## config.mk

```make
export PLATFORM = sky130hd
export DESIGN_NAME = gerq_alu
export DESIGN_NICKNAME = d
export VERILOG_FILES = /design/src/rtl/core/gerq_pkg.sv /design/src/rtl/core/gerq_alu.sv
export SDC_FILE = /design/constraint.sdc
export NUM_CORES = 1
export LEC_CHECK = 0
export BUFFER_PORTS_ARGS = -buffer_cell sky130_fd_sc_hd__buf_2
export CAP_MARGIN = 15
export CELL_PAD_IN_SITES_DETAIL_PLACEMENT = 0
export CELL_PAD_IN_SITES_GLOBAL_PLACEMENT = 2
export CORE_MARGIN = 2
export CORE_UTILIZATION = 37
export CTS_CLUSTER_DIAMETER = 60
export DETAILED_ROUTE_END_ITERATION = 12
export PLACE_DENSITY = 0.95
export SETUP_SLACK_MARGIN = 0.5
export SYNTH_ARGS = -nofsm -noshare
export SYNTH_HDL_FRONTEND = slang
export SYNTH_SLANG_ARGS = --single-unit
```

## constraint.sdc

```tcl
create_clock -name clk -period 13.95 [get_ports clk]
set_input_delay 1.395 -clock clk [delete_from_list [all_inputs] [get_ports clk]]
set_output_delay 1.395 -clock clk [all_outputs]
set_load 0.01 [all_outputs]
```

## src/rtl/core/gerq_pkg.sv

```systemverilog
`timescale 1ns / 1ps
`default_nettype none

package gerq_pkg;

  // grid step register, unsigned Q4.16
  localparam int GRID_STEP_W = 20;
  localparam logic [GRID_STEP_W-1:0] GRID_STEP_RESET = 20'd65536;

  // default sizes for the top level
  localparam int MAX_INTERVALS_DEF = 1024;
  localparam int SAMPLE_BITS_DEF   = 24;

  // result fields
  localparam int ENERGY_W = 32;
  localparam int STATUS_W = 3;

  localparam logic [STATUS_W-1:0] ST_OK       = 3'd0;
  localparam logic [STATUS_W-1:0] ST_TOO_FEW  = 3'd1;
  localparam logic [STATUS_W-1:0] ST_TOO_MANY = 3'd2;
  localparam logic [STATUS_W-1:0] ST_ZERO     = 3'd3;
  localparam logic [STATUS_W-1:0] ST_SAT      = 3'd4;

  localparam logic [ENERGY_W-1:0] ENERGY_POS_MAX = 32'h7FFF_FFFF;
  localparam logic [ENERGY_W-1:0] ENERGY_NEG_MAX = 32'h8000_0000;

  // fixed-point alignment of kinetic term and of the norm
  localparam int KIN_SHIFT = 66;
  localparam int DEN_SHIFT = 19;

  // grid point position for the stencil
  localparam logic [1:0] POS_LEFT  = 2'd0;
  localparam logic [1:0] POS_MID   = 2'd1;
  localparam logic [1:0] POS_RIGHT = 2'd2;

  // shared unit operations
  localparam logic OP_MAC = 1'b0;
  localparam logic OP_DIV = 1'b1;

  typedef struct packed {
    logic start;
    logic mode;
    logic sub;
  } alu_ctl_t;

endpackage

`default_nettype wire

```

## src/rtl/core/gerq_alu.sv

```systemverilog
`timescale 1ns / 1ps
`default_nettype none

// Shared wide unit: shift-add multiply-accumulate (acc +/- mcand * mplier)
// and restoring divide (mplier / mcand, quotient left in mplier).
module gerq_alu #(
  parameter int UW = 64
) (
  input  wire logic              clk,
  input  wire logic              rst_n,
  input  wire gerq_pkg::alu_ctl_t ctl,
  input  wire logic [UW-1:0]     acc_in,
  input  wire logic [UW-1:0]     mcand_in,
  input  wire logic [UW-1:0]     mplier_in,
  output logic                   busy,
  output logic [UW-1:0]          acc,
  output logic [UW-1:0]          quo
);
  import gerq_pkg::*;

  localparam int DCW = $clog2(UW + 1);

  logic [UW-1:0]  acc_r, acc_nxt;
  logic [UW-1:0]  mcand_r, mcand_nxt;
  logic [UW-1:0]  mplier_r, mplier_nxt;
  logic           mode_r, mode_nxt;
  logic           sub_r, sub_nxt;
  logic           busy_r, busy_nxt;
  logic [DCW-1:0] cnt_r, cnt_nxt;

  logic [UW-1:0]  div_a;
  logic [UW-1:0]  op_a;
  logic           op_sub;
  logic [UW:0]    sum;

  // one adder serves both operations
  always_comb begin
    div_a  = {acc_r[UW-2:0], mplier_r[UW-1]};
    op_a   = (mode_r == OP_DIV) ? div_a : acc_r;
    op_sub = (mode_r == OP_DIV) ? 1'b1 : sub_r;
    sum    = {1'b0, op_a} + ({1'b0, mcand_r} ^ {(UW+1){op_sub}}) + (UW+1)'(op_sub);
  end

  always_comb begin
    acc_nxt    = acc_r;
    mcand_nxt  = mcand_r;
    mplier_nxt = mplier_r;
    mode_nxt   = mode_r;
    sub_nxt    = sub_r;
    busy_nxt   = busy_r;
    cnt_nxt    = cnt_r;
    if (ctl.start) begin
      acc_nxt    = acc_in;
      mcand_nxt  = mcand_in;
      mplier_nxt = mplier_in;
      mode_nxt   = ctl.mode;
      sub_nxt    = ctl.sub;
      busy_nxt   = 1'b1;
      cnt_nxt    = DCW'(UW);
    end else if (busy_r) begin
      if (mode_r == OP_DIV) begin
        if (cnt_r == '0) begin
          busy_nxt = 1'b0;
        end else begin
          // keep the difference when no borrow
          acc_nxt    = sum[UW] ? div_a : sum[UW-1:0];
          mplier_nxt = {mplier_r[UW-2:0], ~sum[UW]};
          cnt_nxt    = cnt_r - DCW'(1);
        end
      end else begin
        if (mplier_r == '0) begin
          busy_nxt = 1'b0;
        end else begin
          if (mplier_r[0]) begin
            acc_nxt = sum[UW-1:0];
          end
          mcand_nxt  = {mcand_r[UW-2:0], 1'b0};
          mplier_nxt = {1'b0, mplier_r[UW-1:1]};
        end
      end
    end
  end

  always_ff @(posedge clk) begin
    if (!rst_n) begin
      busy_r <= 1'b0;
    end else begin
      busy_r <= busy_nxt;
    end
    acc_r    <= acc_nxt;
    mcand_r  <= mcand_nxt;
    mplier_r <= mplier_nxt;
    mode_r   <= mode_nxt;
    sub_r    <= sub_nxt;
    cnt_r    <= cnt_nxt;
  end

  assign busy = busy_r;
  assign acc  = acc_r;
  assign quo  = mplier_r;

endmodule

`default_nettype wire

```

==> impl_metrics.csv <==
group,metric,value,unit
layout,layout.nets,2008,
grt,global_route.usage.total,20.89,%
sta,maxClockFrequency,0.1717,GHz
setup_path,r2r_cells,16,
drt,vias,12457,
layout,multi_input_combinational_cell_area,0.008402,mm²
placement,dp_hpwl,33110,µm
setup_path,critical_path_peak_fanout,52,
setup_path,worst_ep_arrival_time,6.14,ns
floorplanning,floorplan.rows,73,
synthesis,post-synth-top-area-fraction,39.07,%
pwr,share_of_total_power_in_sequential_cells,27.8,%
placement,port_bufs,325,
pwr,net-switching-power,1.491,mW
setup_path,critical_path.cell_chain,"buf_4, nor2_4, buf_4, xnor2_1, ha_1, a21oi_2, o211ai_2, a31oi_1, o31a_1, o211a_1, o211ai_4, a31oi_4, o311ai_4, buf_4, nor3b_1, a221o_1",
sta,worst_pin_slew,1.087,ns
setup_path,timing_worst_setup_path_type,"flip-flop to flip-flop",
synthesis,dominant_cell_by_count_in_the_synthesized_netlist,"sky130_fd_sc_hd__edfxtp_1",
floorplanning,io_pins,326,
drt,totalWireLength,44820,µm
layout,register_area,0.005986,mm²
clock_tree,tritoncts_clock_tree,"yes",
pwr,total_power,3.550,mW
setup_path,worst_setup_path_start_kind,"flip-flop",
sta,finalCritPeriodShare,41.76,%
pwr,total_leakage_power,7.245,nW
pwr,clkPwrFrac,20.4,%
setup_path,r2r_setup_slack,8.13,ns
hold_path,min_path_type,"flip-flop to flip-flop",
clock_tree,cts_repair_resize_count,0,
synthesis,netlist_top_cells_area,"sky130_fd_sc_hd__edfxtp_1, sky130_fd_sc_hd__mux2_2, sky130_fd_sc_hd__xnor2_1",
sta,timing.slew.headroom,27.35,%
layout,post_route_cells_drive_above_1_share,31.75,%
floorplanning,chipWidth,204.7,µm
layout,utilization,44.86,%
synthesis,syn_avg_cell_area,10.07,µm²
sta,timing_hold_violations_final,0,
pwr,power.share.switching,42.00,%
pwr,internal-power,2.059,mW
pwr,powerDensity,199.2,mW/mm²
drt,drt-wirelength-per-cell,19.55,µm
sta,timing.final.crit_period,5.825,ns
sta,rsz0062_at_grt,"false",
placement,globalplace.congestion,0.8828,
pwr,power.share.combinational,51.9,%
floorplanning,fp.coreArea,0.03973,mm²
clock_tree,worst_setup_hold_path_clk_slew,0.06,ns
setup_path,worst_r2r_startpoint,"mode_r",
sta,finalMaxSlewViolations,0,
clock_tree,numCtsBuffers,29,
synthesis,yosysSeqAreaShare,40.15,%
clock_tree,post-cts-setup-buffer-count,0,
floorplanning,y_dimension_of_the_die,204.7,µm
clock_tree,htree_num_levels,1,
clock_tree,clock_tree.buffer_depth,3,
synthesis,synth.ff_latch_count,202,
sta,finalSetupViolations,0,
synthesis,synth_top_cells_by_count,"sky130_fd_sc_hd__edfxtp_1, sky130_fd_sc_hd__mux2_2, sky130_fd_sc_hd__a21oi_1, sky130_fd_sc_hd__nand2_1, sky130_fd_sc_hd__o21ai_0",
flow_run,maxCapViolations,0,
drt,drc_violations_left,0,
grt,first_global_vias,12330,
layout,syn2layout_area_growth,19.55,%
setup_path,standard_cell_with_the_maximum_stage_delay_on_the_critical_path,"sky130_fd_sc_hd__o311ai_4",
placement,placement.setup.worst_slack,8.047,ns
drt,via_density_per_instance,5.433,
grt,grt_first_pass_wirelength,69110,µm
synthesis,syn-instance-count,1480,
sta,fin_tns_setup,0,ns
layout,fill_cells,3891,
hold_path,timing.hold.worst_path_depth,2,
hold_path,hold_path.startpoint,"cnt_r[1]",
floorplanning,start_util,37.52,%
hold_path,min_delay_worst_endpoint,"cnt_r[1]",
clock_tree,clock_sinks,202,
setup_path,crit-reg2reg-capture,"acc[44]",
setup_path,critical_path.most_common_cell,"sky130_fd_sc_hd__buf_4",
grt,gr-total-overflow,0,
sta,post-route-worst-setup-slack,8.125,ns
synthesis,postSynth.topFlopCell,"sky130_fd_sc_hd__edfxtp_1",
clock_tree,clk-insertion-delay-late,0.57,ns
setup_path,worst-path-buf-inv,3,
synthesis,post-synth-top-area-cell,"sky130_fd_sc_hd__edfxtp_1",
setup_path,worst_path_dominant_cell_family,"compound AO/OA/AOI/OAI gates",
drt,drtAntennaViolNets,0,
clock_tree,root_buffer,"sky130_fd_sc_hd__clkbuf_16",
sta,skew,0.02078,ns
grt,largest_net_degree_at_the_start_of_global_routing,180,
pwr,max-vdd-ir-drop,0.1079,mV
grt,antenna_found_initial,9,
synthesis,postSynthNetCount,1743,
floorplanning,dieArea,0.04192,mm²
setup_path,critPathRequiredTime,14.26,ns
setup_path,cp_slowest_stage_delay,0.95,ns
synthesis,syn_area,0.01491,mm²
clock_tree,post_cts_hold_buffer_count,0,
synthesis,synth_edf_count,194,
synthesis,post_synth_num_cell_types,71,
drt,first_pass_iters,5,
setup_path,cp-end-kind,"flip-flop",
synthesis,yosysWarnings,0,
status,status,"complete, no violations",
drt,dr.first_iter.drc_count,795,
synthesis,asyncSetResetFlopFracSynth,0,%
power by group through the flow:
stage	combinational [mW]	clock, mW	sequential [mW]
CTS	1.84	0.740	0.988
detailed placement	1.83	0	0.998
finish	1.84	0.723	0.986
global route	2.04	0.762	1.01
global placement	1.82	0	0.998
floorplan	1.32	0	0.989
registers in the layout, summed over array words and instances (netlist names):
name	flops
busy	1
mode_r	1
cnt_r	7
sub_r	1
acc	64
mcand_r	64
quo	64
cells in the final DEF (no fill, tap or decap), drive strengths merged, types with 20 or more instances in the layout:
master / count
clkbuf: 35
nor4: 20
xor2: 27
nor2: 85
mux2: 162
buf: 334
nand2: 129
a21oi: 130
inv: 43
mux2i: 64
xnor2: 103
edfxtp: 194
ha: 65
nand4: 27
o21ai: 118
a21o: 30
through the flow:
| step | instance area [µm²] | hold slack, ns | std cells |
|---|---|---|---|
| 2_1_floorplan | 14910 | 0.4857 | 1480 |
| 3_3_place_gp | 16890 | 0.5028 | 2239 |
| 3_5_place_dp | 16890 | 0.5128 | 2239 |
| 4_1_cts | 17820 | 0.5208 | 2292 |
| 5_1_grt | 17820 | 0.5559 | 2292 |
| 6_report | 17820 | 0.5200 | 2293 |
final cells by class:
type | count | share of cell area (%)
multi-input cells | 1143 | 47.14
diodes | 1 | 0.01404
clock inverters | 18 | 1.018
flip-flops and latches | 202 | 33.58
well taps | 525 | 3.685
clock buffers | 35 | 4.198
repair buffers | 334 | 9.631
inverters | 35 | 0.7370
how the worst max path moves through the flow:
stage,from,endpoint,slack (ns),depth (start not counted)
after floorplan,ctl[2],acc[0],8.17,4
after global placement,mode_r,acc[48],8.21,16
after detailed placement,mode_r,acc[24],8.05,16
after CTS,mode_r,acc[33],8.02,16
after global routing,mode_r,acc[33],7.62,16
final,mode_r,acc[44],8.13,16
cell families (layout without fill, tap and decap cells):
family / count (synthesis) / count (layout) / synth area share (%)
xor+xnor: 130 / 130 / 7.637
other cells: 0 / 1 / 0
simple gates: 339 / 339 / 10.46
compound gates: 382 / 382 / 15.98
fa+ha+maj: 66 / 66 / 5.589
flops: 202 / 202 / 40.15
mux: 226 / 226 / 16.56
buf+inv: 135 / 422 / 3.625
metal layers:
metal	global-route usage (%)	vias up	part of all wire (%)
li1	-	6044	-
met1	26.96	5881	43
met2	35.53	444	47
met3	4.677	74	7.0
met4	4.736	14	2.4
met5	0	-	0.18
worst register-to-register path, delay by kind of cell, from the launching register on:
family          cells  cell delay, ns
simple gates        2            0.36
compound gates      9            2.90
fa+ha+maj           1            0.40
flops               1            0.35
xor+xnor            1            0.13
buf+inv             3            1.41
No activity file was read; power rests on OpenSTA's default activity.
