[src/rtl/core/gerq_pkg.sv]
`timescale 1ns / 1ps
`default_nettype none

package gerq_pkg;

  // grid step register, unsigned Q4.16
  localparam int GRID_STEP_W = 20;
  localparam logic [GRID_STEP_W-1:0] GRID_STEP_RESET = 20'd65536;

  // default sizes for the top level
  localparam int MAX_INTERVALS_DEF = 1024;
  localparam int SAMPLE_BITS_DEF   = 24;

  // result fields
  localparam int ENERGY_W = 32;
  localparam int STATUS_W = 3;

  localparam logic [STATUS_W-1:0] ST_OK       = 3'd0;
  localparam logic [STATUS_W-1:0] ST_TOO_FEW  = 3'd1;
  localparam logic [STATUS_W-1:0] ST_TOO_MANY = 3'd2;
  localparam logic [STATUS_W-1:0] ST_ZERO     = 3'd3;
  localparam logic [STATUS_W-1:0] ST_SAT      = 3'd4;

  localparam logic [ENERGY_W-1:0] ENERGY_POS_MAX = 32'h7FFF_FFFF;
  localparam logic [ENERGY_W-1:0] ENERGY_NEG_MAX = 32'h8000_0000;

  // fixed-point alignment of kinetic term and of the norm
  localparam int KIN_SHIFT = 66;
  localparam int DEN_SHIFT = 19;

  // grid point position for the stencil
  localparam logic [1:0] POS_LEFT  = 2'd0;
  localparam logic [1:0] POS_MID   = 2'd1;
  localparam logic [1:0] POS_RIGHT = 2'd2;

  // shared unit operations
  localparam logic OP_MAC = 1'b0;
  localparam logic OP_DIV = 1'b1;

  typedef struct packed {
    logic start;
    logic mode;
    logic sub;
  } alu_ctl_t;

endpackage

`default_nettype wire

[src/rtl/core/gerq_stencil.sv]
`timescale 1ns / 1ps
`default_nettype none

// Second-difference stencil over a window of up to four samples; gives the
// magnitude and sign of the sample at the grid point and of the stencil sum.
module gerq_stencil #(
  parameter int SW = 24
) (
  input  wire logic [1:0]           pos,
  input  wire logic signed [SW-1:0] w0,
  input  wire logic signed [SW-1:0] w1,
  input  wire logic signed [SW-1:0] w2,
  input  wire logic signed [SW-1:0] w3,
  output logic [SW-1:0]             s_mag,
  output logic                      s_neg,
  output logic [SW+2:0]             c_mag,
  output logic                      c_neg
);
  import gerq_pkg::*;

  localparam int CW = SW + 4;

  logic signed [CW-1:0] e0, e1, e2, e3;
  logic signed [CW-1:0] c;
  logic signed [SW-1:0] s;
  logic signed [CW-1:0] c_abs;
  logic signed [SW:0]   s_abs;

  always_comb begin
    e0 = CW'(w0);
    e1 = CW'(w1);
    e2 = CW'(w2);
    e3 = CW'(w3);
    case (pos)
      POS_LEFT: begin
        c = (e0 <<< 1) - ((e1 <<< 2) + e1) + (e2 <<< 2) - e3;
        s = w0;
      end
      POS_RIGHT: begin
        c = (e3 <<< 1) - ((e2 <<< 2) + e2) + (e1 <<< 2) - e0;
        s = w3;
      end
      default: begin
        c = e0 + e2 - (e1 <<< 1);
        s = w1;
      end
    endcase
    s_neg = s[SW-1];
    s_abs = s_neg ? -(SW+1)'(s) : (SW+1)'(s);
    s_mag = s_abs[SW-1:0];
    c_neg = c[CW-1];
    c_abs = c_neg ? -c : c;
    c_mag = c_abs[SW+2:0];
  end

endmodule

`default_nettype wire

[config.mk]
export PLATFORM = sky130hd
export DESIGN_NAME = gerq_stencil
export DESIGN_NICKNAME = d
export VERILOG_FILES = /design/src/rtl/core/gerq_pkg.sv /design/src/rtl/core/gerq_stencil.sv
export SDC_FILE = /design/constraint.sdc
export NUM_CORES = 1
export LEC_CHECK = 0
export ABC_CLOCK_PERIOD_IN_PS = 7150
export BUFFER_PORTS_ARGS = -buffer_cell sky130_fd_sc_hd__buf_2
export CAP_MARGIN = 20
export CORE_MARGIN = 1
export CORE_UTILIZATION = 60
export DETAILED_ROUTE_END_ITERATION = 6
export PLACE_DENSITY = 0.88
export SETUP_SLACK_MARGIN = 0.5
export SYNTH_ARGS = -nofsm -noshare
export SYNTH_HDL_FRONTEND = slang
export SYNTH_SLANG_ARGS = --single-unit
[constraint.sdc]
create_clock -name vclk -period 7.15
set_input_delay 0.715 -clock vclk [all_inputs]
set_output_delay 0.715 -clock vclk [all_outputs]
set_load 0.005 [all_outputs]
==> flow_metrics.tcl, run 1 <==
set metrics [dict create \
    path_max_fanout 5 \
    layout-drive-gt1-share_pct 18.3 \
    synth_nets 1724 \
    hold_path.class "input port to output port" \
    cp-end-kind "output port" \
    nClkBuffers 0 \
    max_freq_mhz 151 \
    fp-row-count 48 \
    worstPathArrival_ns 5.89 \
    first_pass_iters 6 \
    ys_warn_count 0 \
    tns_ns 0 \
    grt.total_usage_pct 33.7 \
    n_sequential_cell 0 \
    rsz0062_at_grt "no" \
    ys_seq_area_share_pct 0 \
    fp.dieW_um 136 \
    final-setup-viol-count 0 \
    area_growth_pct 13.2 \
    grt_pass1_vias 10145 \
    syn_inst 1372 \
    drv_slew 0 \
    wl_met3_mm 2.07 \
    setup_ws_ns 0.541 \
    grt_max_degree 37 \
    wl_per_cell_um 17.8 \
    yosysMostFrequentCell "inv_1" \
    grt_pass1_wl_mm 49.3 \
    synth_commonest_cells "351 x inv_1, 171 x fa_1, 92 x a21oi_1" \
    power_density_nw_per_um2 319 \
    coreArea_um2 17400 \
    fillers 1374 \
    n_antenna_cell 0 \
    ff_latch_area_um2 0 \
    layout.nets 1871 \
    netlist.area_leader.share_pct 31.9 \
    slowest_stage "fa_1" \
    route.met2.wl_mm 15.5 \
    wirelength_mm 31.0 \
    ant_nets 0 \
    ir_drop_mv 0.189 \
    synth_top_area_cell "fa_1" \
    place_ws_ns 0.366 \
    boundaryPins 151 \
    critical_path_class "input port to output port" \
    tightest_slew_ns 0.959 \
    cp_cell_sequence "buf_2, inv_1, fa_1, fa_1, inv_1, fa_1, inv_1, ha_1, nand2_1, o31a_1, a211oi_1, o21ai_0, nor3b_1, a221oi_2, o211ai_1, nor2_2, nand3_1, o21ai_0, xnor2_1, buf_2" \
    synth_area_um2 10700 \
    timing.final.crit_period_ns 6.61 \
    syn_area_per_cell_um2 7.82 \
    top_layer_used "met4" \
    globalplace.congestion 0.949 \
    cap_viol_max_count 0 \
    m1WireLength_mm 12.4 \
    slew_headroom_pct 35.6 \
    synth_cell_types 80 \
    status "completed" \
    slowest_delay_ns 0.51 \
    avgViaCountPerCell 5.88 \
    critPathLaunchType "input port" \
    fin_crit_sh_pct 92.4 \
    route.detailed.drc 0 \
    dieArea_um2 18400 \
    hold_viol 0 \
    initial_core_util_pct 61.8 \
    die_y_um 136 \
    worst_hold_slack_ns 1.85 \
    antenna_found_initial 0 \
    vias 10245 \
    grt-ovfl-total 0 \
    p_leak_nw 6.28 \
    dpl.hpwl_mm 26.0 \
    ctsHoldBuffers 0 \
    drt_iter0_drc 860 \
    portBuffers 151 \
    crit_required_ns 6.43 \
    synth_area_leaders "fa_1 32%, inv_1 12%, ha_1 9.7%" \
]
## stage by stage
stage / util (%) / instances / power (W) / instance area, µm²
3_5_place_dp: 67.2 / 1718 / 0.00345 / 11700
6_report: 69.9 / 1742 / 0.00387 / 12100
5_1_grt: 69.9 / 1742 / 0.00422 / 12100
4_1_cts: 67.3 / 1720 / 0.00349 / 11700
3_3_place_gp: 67.2 / 1718 / 0.00339 / 11700
2_1_floorplan: - / 1372 / 0.00251 / 10700
## cell usage in the layout, fill, tap and decap left out, drive strengths merged, types with 5 or more instances in the layout
cell / Yosys / layout
a21oi: 97 / 97
a221oi: 6 / 6
nor2: 74 / 74
a31o: 5 / 5
ha: 83 / 83
nor3: 21 / 21
o211a: 5 / 5
and3: 15 / 15
o21a: 12 / 12
nand3: 26 / 26
xnor2: 58 / 58
nand2: 76 / 76
a31oi: 13 / 13
or3: 16 / 16
inv: 351 / 341
a2111oi: 8 / 8
nand2b: 7 / 7
a21o: 25 / 25
mux2i: 35 / 35
a211oi: 16 / 16
xor2: 39 / 39
buf: 17 / 182
o21ai: 68 / 68
nand4: 5 / 5
fa: 171 / 171
o31ai: 8 / 8
nor2b: 8 / 8
clkinvlp: 0 / 10
nor4: 5 / 5
o211ai: 10 / 10
## worst paths after layout
path              startpoint        end  slack [ns]  depth (start not counted)
setup / recovery       w1[4]  c_mag[21]        0.54                         20
hold / removal         w1[0]   s_mag[0]        1.85                          4
## layer usage
layer / global-route usage, % / up-vias
li1: - / 4765
met2: 60.7 / 473
met4: 10.7 / 0
met5: 0 / -
met1: 42.0 / 4924
met3: 3.40 / 83
## where the power goes
| part | internal, W | leakage (nW) | switching [W] |
|---|---|---|---|
| Sequential | 0 | 0 | 0 |
| Combinational | 0.00162 | 6.28 | 0.00225 |
| Clock | 0 | 0 | 0 |
## cell type report
type               instances  area (µm²)  share of cell area, %
well taps                225         282                   2.32
multi-input cells        983        9510                   78.3
inverters                351        1360                   11.2
repair buffers           183         998                   8.22
## worst max-delay path: cells and delay by family
| family | cells | cell delay [ns] |
|---|---|---|
| fa+ha+maj | 4 | 1.96 |
| xor+xnor | 1 | 0.22 |
| simple gates | 4 | 0.61 |
| buf+inv | 5 | 0.52 |
| compound gates | 6 | 1.85 |
## logic make-up (layout without fill, tap and decap cells)
| family | count (synthesis) | count (layout) | share of synthesized area (%) |
|---|---|---|---|
| XOR/XNOR | 97 | 97 | 7.92 |
| AND/OR/NAND/NOR | 272 | 272 | 12.3 |
| adder cells (fa/ha/maj) | 254 | 254 | 41.6 |
| buffers and inverters | 389 | 534 | 13.8 |
| multiplexers | 35 | 35 | 3.27 |
| AO/OA/AOI/OAI | 325 | 325 | 21.1 |
## repair_timing
action,CTS,global route
setup endpoints to repair,3,27
pin swaps,3,28
buffers inserted,2,22
gates resized for setup,1,76
No activity file was read; power rests on OpenSTA's default activity.
==> inputs of run 2 (changes only) <==
--- a/config.mk
+++ b/config.mk
@@ -5,7 +5,7 @@
 export SDC_FILE = /design/constraint.sdc
 export NUM_CORES = 1
 export LEC_CHECK = 0
-export ABC_CLOCK_PERIOD_IN_PS = 7150
+export ABC_CLOCK_PERIOD_IN_PS = 8430
 export BUFFER_PORTS_ARGS = -buffer_cell sky130_fd_sc_hd__buf_2
 export CAP_MARGIN = 20
 export CORE_MARGIN = 1
==> constraint.sdc (replaced) <==
create_clock -name vclk -period 8.43
set_input_delay 0.843 -clock vclk [all_inputs]
set_output_delay 0.843 -clock vclk [all_outputs]
set_load 0.005 [all_outputs]
==> run 2 against run 1 <==
Cell count down 1.5%. Sequential cell count unchanged. Via count is 2.6% lower. Global-route usage up 0.18 points. Critical path type unchanged. Critical endpoint is now c_mag[19]. Largest cell class unchanged.
==> flow_metrics.tcl, run 2 (same netlist as run 1, synthesis figures left out) <==
set metrics [dict create \
    holdPathEnd "s_mag[0]" \
    dieArea_um2 18400 \
    cap_viol_max_count 0 \
    drt_iter0_drc 799 \
    layout_common_cells "351 x inv_1, 171 x fa_1, 151 x buf_2" \
    wirelength_mm 30.4 \
    grt_pass1_wl_mm 49.0 \
    first_pass_iters 5 \
    drv_slew 0 \
    grt_pass1_vias 10049 \
    layout-drive-gt1-share_pct 12.8 \
    initial_core_util_pct 61.8 \
    n_sequential_cell 0 \
    hold_path.class "input port to output port" \
    rsz0062_at_grt "no" \
    avgViaCountPerCell 5.82 \
    placed_area_um2 11600 \
    fin_area_um2 11600 \
    critPathLaunchType "input port" \
    dpl.hpwl_mm 26.4 \
    boundaryPins 151 \
    fin_crit_sh_pct 85.2 \
    cp_cell_sequence "buf_2, inv_1, fa_1, fa_1, inv_1, fa_1, inv_1, ha_1, nand2_1, nor3_1, nand3_1, nand2_2, a311oi_1, o31a_1, o31ai_1, xnor2_1, a21o_1, inv_1, o21ai_0, xnor2_1, buf_2" \
    layout.nets 1844 \
    globalplace.congestion 1.03 \
    worstPathArrival_ns 6.34 \
    route.detailed.drc 0 \
    critical_path_class "input port to output port" \
    worst_hold_slack_ns 2.11 \
    total_power_w 0.00299 \
    hold_viol 0 \
    ctsResizeCount 0 \
    grt-ovfl-total 0 \
    ctsHoldBuffers 0 \
    ant_nets 0 \
    antenna_found_initial 0 \
    crit_required_ns 7.59 \
    fin_util_pct 67.0 \
    timing.final.crit_period_ns 7.18 \
    coreArea_um2 17400 \
    max_freq_mhz 139 \
    status "completed" \
    power_density_nw_per_um2 257 \
    hold_path_depth 4 \
    grt.total_usage_pct 33.9 \
    hold_start "w1[0]" \
    p_leak_nw 6.19 \
    tns_ns 0 \
    fp.dieW_um 136 \
    slowest_delay_ns 0.58 \
    area_growth_pct 8.51 \
    post_cts_buffers 0 \
    ff_latch_area_um2 0 \
    wl_per_cell_um 17.7 \
    path_max_fanout 23 \
    vias 9983 \
    cp-end-kind "output port" \
    fp-row-count 48 \
    n_antenna_cell 0 \
    portBuffers 151 \
    slowest_stage "a21o_1" \
    crit_top_cell "inv_1" \
    final-setup-viol-count 0 \
    slew_headroom_pct 26.6 \
    tightest_slew_ns 1.09 \
    final_common_cell "inv_1" \
    grt_max_degree 51 \
    die_y_um 136 \
    ir_drop_mv 0.173 \
    nClkBuffers 0 \
]
[run 2: cell types whose count changed in the layout (fill, tap and decap cells not counted), sizes merged]
cell,change
buf,-26
clkinvlp,-10
inv,+10
clkbuf,-1
[run 2: worst max-delay path, delay by kind of cell]
| kind | cells | cell delay [ns] |
|---|---|---|
| buffers and inverters | 6 | 0.74 |
| and+or+nand+nor | 4 | 0.84 |
| xor gates and xnor gates | 2 | 0.34 |
| AOI/OAI and AO/OA | 5 | 1.56 |
| adders and majority gates | 4 | 1.99 |
[run 2: area by class of cell]
class / count / area, µm²
multi-input cells: 983 / 9240
fillers: 1455 / 5720
inverters: 351 / 1320
repair buffers: 156 / 793
well taps: 225 / 282
[run 2: worst max-delay path by stage]
stage	startpoint	slack, ns	endpoint	cells past startpoint
floorplan	w2[3]	2.12	c_mag[26]	18
global placement	w1[5]	1.38	c_mag[19]	21
detailed placement	w1[5]	1.32	c_mag[19]	21
CTS	w1[5]	1.30	c_mag[19]	21
global route	w1[5]	0.84	c_mag[19]	21
finish	w1[5]	1.25	c_mag[19]	21
[run 2: routing by layer]
metal | global-route usage (%) | share of wire, %
met5 | 0 | 0
met4 | 12.9 | 4.3
met3 | 3.14 | 5.9
met2 | 62.7 | 51
met1 | 40.2 | 39
[run 2: power by group]
group          leakage [nW]  switching (W)  internal [W]
logic                  6.19        0.00177       0.00122
registers                 0              0             0
clock network             0              0             0
[run 2: through the flow]
step | std cells | setup slack, ns
finish | 1715 | 1.25
CTS | 1715 | 1.30
global route | 1715 | 0.835
detailed placement | 1715 | 1.32
floorplan | 1372 | 2.12
global placement | 1715 | 1.38
==> inputs of run 3 (changes only) <==
--- a/config.mk
+++ b/config.mk
@@ -9,9 +9,9 @@
 export BUFFER_PORTS_ARGS = -buffer_cell sky130_fd_sc_hd__buf_2
 export CAP_MARGIN = 20
 export CORE_MARGIN = 1
-export CORE_UTILIZATION = 60
+export CORE_UTILIZATION = 35
 export DETAILED_ROUTE_END_ITERATION = 6
-export PLACE_DENSITY = 0.88
+export PLACE_DENSITY = 0.58
 export SETUP_SLACK_MARGIN = 0.5
 export SYNTH_ARGS = -nofsm -noshare
 export SYNTH_HDL_FRONTEND = slang
==> run 3 against run 2 <==
Total power decreased by 0.78%. Via count decreased by 3.8%. Worst setup slack improved by 0.017 ns. Cell area increased by 1.8%. Cell count increased by 9.6%. First-iteration DRC count decreased by 40%. Wire length increased by 6.9%. Utilization decreased by 27 points. Critical path depth decreased by 1.
==> flow_metrics.tcl, run 3 (same netlist as run 1, synthesis figures left out) <==
set metrics [dict create \
    status "completed" \
    place_inst 1880 \
    grt_pass1_wl_mm 53.0 \
    max_freq_mhz 140 \
    antenna_found_initial 0 \
    globalplace.congestion 0.918 \
    tightest_slew_ns 0.957 \
    coreArea_um2 29900 \
    fp-row-count 63 \
    area_growth_pct 10.4 \
    critPathLaunchType "input port" \
    grt-ovfl-total 0 \
    slowest_stage "fa_1" \
    layout.nets 1844 \
    wl_per_cell_um 17.3 \
    startpoint "w2[8]" \
    die_y_um 177 \
    layoutNonFillerInstCount 1880 \
    timing.final.crit_period_ns 7.16 \
    avgViaCountPerCell 5.11 \
    grt_max_degree 54 \
    final-setup-viol-count 0 \
    grt_util_met1_pct 27.9 \
    fin_crit_sh_pct 85.0 \
    crit_required_ns 7.59 \
    fillers 3146 \
    cp-end-kind "output port" \
    dieArea_um2 31300 \
    rsz0062_at_grt "no" \
    use_met3_pct 0.773 \
    hold_viol 0 \
    layout-drive-gt1-share_pct 12.8 \
    dpl.hpwl_mm 28.5 \
    ff_latch_area_um2 0 \
    tns_ns 0 \
    layout_common_cells "351 x inv_1, 171 x fa_1, 151 x buf_2" \
    vias 9604 \
    nClkBuffers 0 \
    ir_drop_mv 0.0733 \
    path_max_fanout 5 \
    route.detailed.drc 0 \
    hold_start "w1[0]" \
    critical_path_class "input port to output port" \
    hold_path.class "input port to output port" \
    boundaryPins 151 \
    portBuffers 151 \
    cp_cell_sequence "buf_2, inv_1, fa_1, fa_1, inv_1, fa_1, inv_1, ha_1, o21ai_0, o21ai_0, nand2_1, o21ai_1, xor2_1, a2111oi_4, o311ai_1, or3_1, and4bb_1, a41o_1, xor2_1, buf_2" \
    grtUsageMet2_pct 38.8 \
    fp.dieW_um 177 \
    grt_pass1_vias 10156 \
    first_pass_iters 5 \
    wirelength_mm 32.5 \
    top_usage_layer "met2" \
    drt_iter0_drc 481 \
    initial_core_util_pct 35.9 \
    multiInputGateArea_um2 9240 \
    worstPathArrival_ns 6.32 \
    final_common_cell "inv_1" \
    n_antenna_cell 0 \
    n_sequential_cell 0 \
    ant_nets 0 \
    p_leak_nw 6.19 \
    power_density_nw_per_um2 251 \
    slew_headroom_pct 35.7 \
    slowest_delay_ns 0.52 \
    grt.total_usage_pct 21.4 \
    post_cts_buffers 0 \
    cap_viol_max_count 0 \
    drv_slew 0 \
    ctsResizeCount 0 \
    ctsHoldBuffers 0 \
]
==> run 3: cell counts in the layout (fill, tap and decap cells not counted) <==
No cell type changed its count.
==> run 3: layout make-up <==
class / count / share of cell area, %
repair buffers: 156 / 6.70
well taps: 390 / 4.12
inverters: 351 / 11.1
multi-input cells: 983 / 78.1
==> run 3: critical path, delay by kind of cell <==
| kind | cells | cell delay, ns |
|---|---|---|
| xor+xnor | 2 | 0.32 |
| buf+inv | 5 | 0.54 |
| fa+ha+maj | 4 | 1.92 |
| simple gates | 3 | 0.91 |
| compound gates | 6 | 1.76 |
==> run 3: where the power goes <==
part	internal, W	total (W)	leakage [nW]	switching, W
combinational	0.00122	0.00297	6.19	0.00175
clock	0	0	0	0
sequential	0	0	0	0
total	0.00122	0.00297	6.19	0.00175
==> run 3: metrics by stage <==
stage / total power, W / instance area (µm²) / hold WS [ns] / setup WS (ns) / utilization (%)
finish: 0.00297 / 11800 / 2.15 / 1.27 / 39.6
global route: 0.00333 / 11800 / 2.18 / 0.991 / 39.6
CTS: 0.00297 / 11800 / 2.14 / 1.30 / 39.6
detailed placement: 0.00295 / 11800 / 2.14 / 1.32 / 39.6
global placement: 0.00294 / 11800 / 2.12 / 1.31 / 39.6
floorplan: 0.00213 / 10700 / 1.82 / 2.12 / -
==> run 3: path summary, 6_finish.rpt <==
path                    end  slack, ns  cells past startpoint
setup / recovery  c_mag[26]       1.27                     20
hold / removal     s_mag[0]       2.15                      4
==> run 3: metal layers <==
metal / vias up / routed length [µm]
li1: 4710 / -
met1: 4613 / 14700
met2: 239 / 16000
met3: 42 / 994
met4: 0 / 859
met5: - / 0
